## src/hw/rtl/sst_pkg.sv

```systemverilog
// shared constants and elaboration helpers for the square scytale transposition core
package sst_pkg;

  // default message store depth in bytes
  localparam int DEFAULT_CAPACITY = 64;

  // fill byte for grid positions past the end of the message
  localparam logic [7:0] PAD_BYTE = 8'h20;

  // smallest side s with s*s >= n, evaluated at elaboration
  function automatic int square_side(input int n);
    int k;
    k = 0;
    for (int s = 0; s <= n; s++) begin
      if (s * s < n) begin
        k = s + 1;
      end
    end
    return k;
  endfunction

endpackage

```

## src/hw/rtl/scytale_square_transposition_core.sv

```systemverilog
// top level of the square scytale transposition core: byte store, side search and readout
//
// Message bytes stream in at one transfer per cycle and are written into a synchronous
// byte store with one write port and one registered read port; bytes past CAPACITY are
// dropped. The transfer that carries end_of_message starts the readout: first the grid
// side k (smallest k with k*k >= n) is found by stepping k up one per cycle, then k*k
// result bytes are sent in column-major order, with a space wherever the position lies
// past the message. Only one store read is in flight at a time: each registered store
// read feeds the output register, and a new read waits until the previous one has landed
// and the output register is free. Input stall is high from the final byte until the
// last store read has been issued; the next message may load while the final results
// still drain. The store has no reset and needs no clearing pass, since only positions
// written during the current message ever reach a result.
module scytale_square_transposition_core #(
  parameter int CAPACITY = sst_pkg::DEFAULT_CAPACITY
) (
  input  logic       clk,
  input  logic       rst,
  input  logic [7:0] char_in,
  input  logic       end_of_message,
  input  logic       char_valid,
  output logic       char_stall,
  output logic [7:0] char_out,
  output logic       last_out,
  output logic       result_valid,
  input  logic       result_stall
);

  localparam int ADDR_W   = $clog2(CAPACITY);
  localparam int CNT_W    = $clog2(CAPACITY + 1);
  localparam int SIDE_MAX = sst_pkg::square_side(CAPACITY);
  localparam int SIDE_W   = $clog2(SIDE_MAX + 1);
  localparam int PROD_W   = 2 * SIDE_W;
  localparam int CMP_W    = PROD_W + CNT_W;

  typedef enum logic [1:0] {
    LOAD,
    SIDE,
    READ
  } state_t;

  state_t              state;
  logic [CNT_W-1:0]    count;
  logic [CNT_W-1:0]    msg_len;
  logic [SIDE_W-1:0]   side;
  logic [SIDE_W-1:0]   col;
  logic [SIDE_W-1:0]   row;
  logic                rd_pend;
  logic                pend_pad;
  logic                pend_last;
  logic [7:0]          mem_q;
  logic [7:0]          mem [CAPACITY];

  logic                in_xfer;
  logic                room;
  logic                wr_en;
  logic [PROD_W-1:0]   side_sq;
  logic [PROD_W-1:0]   row_off;
  logic [PROD_W-1:0]   pos;
  logic                pos_pad;
  logic                grid_last;
  logic                row_end;
  logic                issue;
  logic                side_short;

  // input handshake and store write enable
  assign char_stall = (state != LOAD);
  assign in_xfer    = char_valid && !char_stall;
  assign room       = (count < CNT_W'(CAPACITY));
  assign wr_en      = in_xfer && room;

  // side search compare
  assign side_sq    = PROD_W'(side) * PROD_W'(side);
  assign side_short = (CMP_W'(side_sq) < CMP_W'(msg_len));

  // readout position: output (col, row) takes stored byte row*k + col
  assign row_off   = PROD_W'(row) * PROD_W'(side);
  assign pos       = row_off + PROD_W'(col);
  assign pos_pad   = (CMP_W'(pos) >= CMP_W'(msg_len));
  assign row_end   = (row == side - SIDE_W'(1));
  assign grid_last = row_end && (col == side - SIDE_W'(1));

  // one read in flight, issued only when the output register is free
  assign issue = (state == READ) && !rd_pend && (!result_valid || !result_stall);

  // byte store: one write port, one registered read port
  always_ff @(posedge clk) begin
    if (wr_en) begin
      mem[count[ADDR_W-1:0]] <= char_in;
    end
    if (issue) begin
      mem_q <= mem[pos[ADDR_W-1:0]];
    end
  end

  // sequencer and output register
  always_ff @(posedge clk) begin
    if (rst) begin
      state        <= LOAD;
      count        <= '0;
      rd_pend      <= 1'b0;
      result_valid <= 1'b0;
    end else begin
      // land the pending read into the output register
      if (rd_pend) begin
        char_out     <= pend_pad ? sst_pkg::PAD_BYTE : mem_q;
        last_out     <= pend_last;
        result_valid <= 1'b1;
      end else if (result_valid && !result_stall) begin
        result_valid <= 1'b0;
      end

      rd_pend <= issue;
      if (issue) begin
        pend_pad  <= pos_pad;
        pend_last <= grid_last;
      end

      unique case (state)
        LOAD: begin
          if (in_xfer) begin
            if (end_of_message) begin
              msg_len <= room ? count + CNT_W'(1) : count;
              count   <= '0;
              side    <= '0;
              state   <= SIDE;
            end else if (room) begin
              count <= count + CNT_W'(1);
            end
          end
        end
        SIDE: begin
          if (side_short) begin
            side <= side + SIDE_W'(1);
          end else begin
            col   <= '0;
            row   <= '0;
            state <= READ;
          end
        end
        READ: begin
          if (issue) begin
            if (grid_last) begin
              state <= LOAD;
            end else if (row_end) begin
              row <= '0;
              col <= col + SIDE_W'(1);
            end else begin
              row <= row + SIDE_W'(1);
            end
          end
        end
        default: begin
          state <= LOAD;
        end
      endcase
    end
  end

`ifndef NO_ASSERTIONS
  // a pending read always lands as a valid result
  a_land: assert property (@(posedge clk) disable iff (rst) rd_pend |=> result_valid)
    else $error("pending read did not reach the output register");

  // a read is never issued into a held output register
  a_no_overwrite: assert property (@(posedge clk) disable iff (rst)
    !(issue && result_valid && result_stall))
    else $error("read issued while the output register is held");

  // the fill count never passes the store depth
  a_count_bound: assert property (@(posedge clk) disable iff (rst)
    count <= CNT_W'(CAPACITY))
    else $error("fill count beyond capacity");

  // the last grid read returns the core to loading
  a_last_to_load: assert property (@(posedge clk) disable iff (rst)
    issue && grid_last |=> state == LOAD)
    else $error("readout did not end after the last grid position");

  // readout always has a nonzero side
  a_side_nonzero: assert property (@(posedge clk) disable iff (rst)
    state == READ |-> side != '0)
    else $error("readout with zero side");
`endif

endmodule
```

## config.mk

```make
export PLATFORM = sky130hd
export DESIGN_NAME = scytale_square_transposition_core
export DESIGN_NICKNAME = d
export VERILOG_FILES = /design/src/hw/rtl/sst_pkg.sv /design/src/hw/rtl/scytale_square_transposition_core.sv
export SDC_FILE = /design/constraint.sdc
export NUM_CORES = 1
export LEC_CHECK = 0
export BUFFER_PORTS_ARGS = -buffer_cell sky130_fd_sc_hd__buf_2
export CAP_MARGIN = 30
export CORE_MARGIN = 1.5
export CORE_UTILIZATION = 51
export CTS_BUF_LIST = sky130_fd_sc_hd__clkbuf_2 sky130_fd_sc_hd__clkbuf_4 sky130_fd_sc_hd__clkbuf_8
export DETAILED_ROUTE_END_ITERATION = 8
export PLACE_DENSITY = 0.67
export SLEW_MARGIN = 15
export SYNTH_ARGS = -nofsm -noshare
export SYNTH_HDL_FRONTEND = slang
export SYNTH_SLANG_ARGS = --single-unit
```

## constraint.sdc

```tcl
create_clock -name clk -period 5.45 [get_ports clk]
set_clock_uncertainty 0.15 [all_clocks]
set_input_delay 0.8175 -clock clk [delete_from_list [all_inputs] [get_ports clk]]
set_output_delay 0.8175 -clock clk [all_outputs]
set_load 0.02 [all_outputs]
```

==> results.toml <==
[run_status]
outcome = "complete, no violations"

[yosys]
synth-async-reset-ratio_pct = 0
ys_ff_latch = 561
avgSynthCellArea_um2 = 18.8
synth_cell_type_count = 60
syn-cell-area_um2 = 23200
synth_warnings = 0
syn-num-nets = 1292
synthCells = 1233
ys_seq_area_share_pct = 72.1
ys_dominant_reg_cell = "edfxtp_1"
synth_edf_count = 550

[power_and_ir_drop]
p_leak_nw = 8.50
sequentialPowerShare_pct = 51.4
power_density_nw_per_um2 = 360
peakVddDrop_v = 0.000187
p_sw_share_pct = 24.2
p_int_w = 0.00706
p_sw_w = 0.00225
clkPwrFrac_pct = 36.9
power_frac_comb_pct = 11.7

[timing]
setup_slack_ns = 0.360
slew_headroom_pct = 32.5
period_share_pct = 93.4
tightest_slew_ns = 1.01
rsz0062_at_grt = "no"
hold_viol = 0
fin_crit_ns = 5.09
finalSetupTns_ns = 0
setup_viol = 0
slew_violations = 0
fmax_ghz = 0.196

[placed_design]
dpl.hpwl_um = 33100
io_buffers = 23
place_ws_ns = 0.511
place_inst = 1818
place.gp.congestion = 0.897

[cells_and_area]
antenna_cells = 0
syn_to_final_growth_pct = 11.3
final_layout_size_suffix_gt1_share_pct = 24.7
nets = 1379
regArea_um2 = 16700
final-instance-count-excl-fill = 1979
multi_input_area_um2 = 6040
num-fill-cells = 3314

[cts]
post_cts_buffers = 0
cts_buffers = 87
clk_pin_slew_ns = 0.06
ctsHoldBuffers = 0
cts.repair.resized = 0
clock_path_buffers = 3
cts.sinks = 561
cts_root_buf = "clkbuf_8"
tritoncts = "yes"
htreeDepth = 3
clock_latency_ns = 0.64

[min_path]
hp-start = "pend_last$_DFFE_PP_"
hp-class = "flip-flop to flip-flop"
hold_end = "last_out$_DFFE_PP_"
min_path_cells = 0

[setup_path]
path_max_fanout = 13
worstSetupStartpointType = "flip-flop"
cp.arrival_ns = 5.32
path_class = "flip-flop to flip-flop"
r2r_cells = 14
worstPathCellList = "nand2_1 -> fa_1 -> fa_1 -> inv_1 -> fa_1 -> ha_1 -> nor2b_1 -> o21a_1 -> o21ai_1 -> nand2_1 -> inv_2 -> ha_1 -> o21ai_0 -> o22ai_1"
cp-end-kind = "flip-flop"
reg2reg_slack_ns = 0.36
required_ns = 5.68
crit_family = "adder cells"
r2r-start = "side[2]$_SDFFCE_PN0P_"
slowest_delay_ns = 0.61
crit_buf_inv = 2
reg2reg_to = "pend_pad$_DFFE_PP_"
crit_slowest_cell = "edfxtp_1"
cp_common_cell = "fa_1"

[die]
die_area_um2 = 46800
die_y_um = 216
initial_utilization_pct = 52.1
ios = 24
die_w_um = 216
core_um2 = 44500
num_rows = 77

[drt]
wl_per_cell_um = 26.2
firstDrtPassIters = 5
wl_met1_um = 21100
viasPerCell = 5.98
top_layer = "met4"
drc_errors = 0
wl_met2_um = 25300
ant_nets = 0
wl_met3_um = 4010
vias = 11839
drt_wl_total_um = 51900
drtIter0Drc = 1287

[job]
max_cap_violations = 0

[grt]
first_global_vias = 11805
track_usage_pct = 22.9
grt-ovfl-total = 0
grt_antenna_before_repair = 0
grt_pass1_wl_um = 77300
grt_max_degree = 65
-- per-stage QoR --
step                cell area (um2)  utilization [%]  total power, W  hold WS, ns
floorplan                     23200                -         0.00556        0.250
global placement              24000             53.9         0.00593        0.257
detailed placement            24100             54.1         0.00595        0.258
CTS                           25800             57.9         0.00937        0.272
global route                  25800             58.0         0.00961        0.278
finish                        25800             58.0         0.00931        0.269
-- cells in the mapped netlist, types with 3 or more instances --
master | instances | area (um2)
nand3_1 | 24 | 120
xor2_1 | 9 | 78.8
nor4_1 | 5 | 31.3
buf_6 | 4 | 45.0
mux4_2 | 130 | 2930
buf_4 | 7 | 52.6
o21ai_0 | 13 | 65.1
a31oi_1 | 4 | 25.0
mux4_1 | 10 | 263
nand2b_1 | 6 | 37.5
nand2_1 | 70 | 263
ha_1 | 38 | 475
or3_1 | 3 | 18.8
dfxtp_1 | 11 | 220
o21a_1 | 4 | 30.0
mux2_2 | 6 | 67.6
o22ai_1 | 3 | 18.8
a311oi_1 | 3 | 26.3
inv_1 | 29 | 109
a21oi_1 | 21 | 105
nor2b_1 | 16 | 100
a21o_1 | 6 | 45.0
nor3_1 | 12 | 60.1
inv_2 | 3 | 11.3
a22oi_1 | 4 | 30.0
clkbuf_1 | 20 | 75.1
edfxtp_1 | 550 | 16500
fa_1 | 8 | 160
and2_1 | 11 | 68.8
and3_1 | 7 | 43.8
nor2_1 | 102 | 383
buf_2 | 24 | 120
mux2i_1 | 12 | 120
a211oi_1 | 6 | 45.0
xnor2_1 | 14 | 123
-- worst max path at each step --
stage,from,to,slack (ns),cells past startpoint
2_1_floorplan,side[2]$_SDFFCE_PN0P_,pend_pad$_DFFE_PP_,1.0,16
3_3_place_gp,side[1]$_SDFFCE_PN0P_,pend_pad$_DFFE_PP_,0.58,14
3_5_place_dp,side[2]$_SDFFCE_PN0P_,pend_pad$_DFFE_PP_,0.51,14
4_1_cts,side[2]$_SDFFCE_PN0P_,pend_pad$_DFFE_PP_,0.48,14
5_1_grt,side[1]$_SDFFCE_PN0P_,pend_pad$_DFFE_PP_,0.22,14
6_report,side[2]$_SDFFCE_PN0P_,pend_pad$_DFFE_PP_,0.36,14
-- logic make-up after synthesis --
group / Yosys count / synth area share (%)
adder cells (fa/ha/maj): 46 / 2.74
buffers and inverters: 92 / 2.00
AND/OR/NAND/NOR: 271 / 5.34
multiplexers: 158 / 14.6
AO/OA/AOI/OAI: 82 / 2.36
XOR/XNOR: 23 / 0.868
flip-flops: 561 / 72.1
-- registers in the layout, summed over array words and instances (netlist names) --
register	flops
pend_pad	1
char_out	8
last_out	1
count	7
pend_last	1
row	4
result_valid	1
msg_len	7
col	4
state	2
side	4
rd_pend	1
mem	512
mem_q	8
-- power by group through the flow --
stage / registers [W] / logic [W] / clock network [W]
after floorplan: 0.00486 / 0.000697 / 0
after global placement: 0.00487 / 0.00106 / 0
after detailed placement: 0.00487 / 0.00108 / 0
after CTS: 0.00478 / 0.00109 / 0.00350
after global routing: 0.00478 / 0.00116 / 0.00367
final: 0.00478 / 0.00109 / 0.00343
-- cell type report --
| class | count | share of cell area (%) |
|---|---|---|
| Tap cell | 592 | 2.87 |
| Clock inverter | 33 | 0.761 |
| Clock buffer | 123 | 5.85 |
| Multi-Input combinational cell | 580 | 23.4 |
| Timing Repair Buffer | 57 | 1.85 |
| Inverter | 33 | 0.480 |
| Sequential cell | 561 | 64.8 |
-- cell usage in the layout (no fill, tap or decap), types with 21 or more instances in the layout --
cell type    n
a21oi_1     21
buf_2       23
buf_4       26
clkbuf_4    29
clkbuf_8    94
edfxtp_1   550
ha_1        36
inv_1       29
mux4_2     130
nand2_1     70
nand3_1     24
nor2_1     102
-- per-layer routing --
layer / track usage [%] / up-vias
met5: 0 / -
met4: 8.19 / 0
met3: 4.84 / 101
met2: 36.8 / 483
met1: 31.2 / 6139
li1: - / 5116
Power figures use the tool's default switching activity.
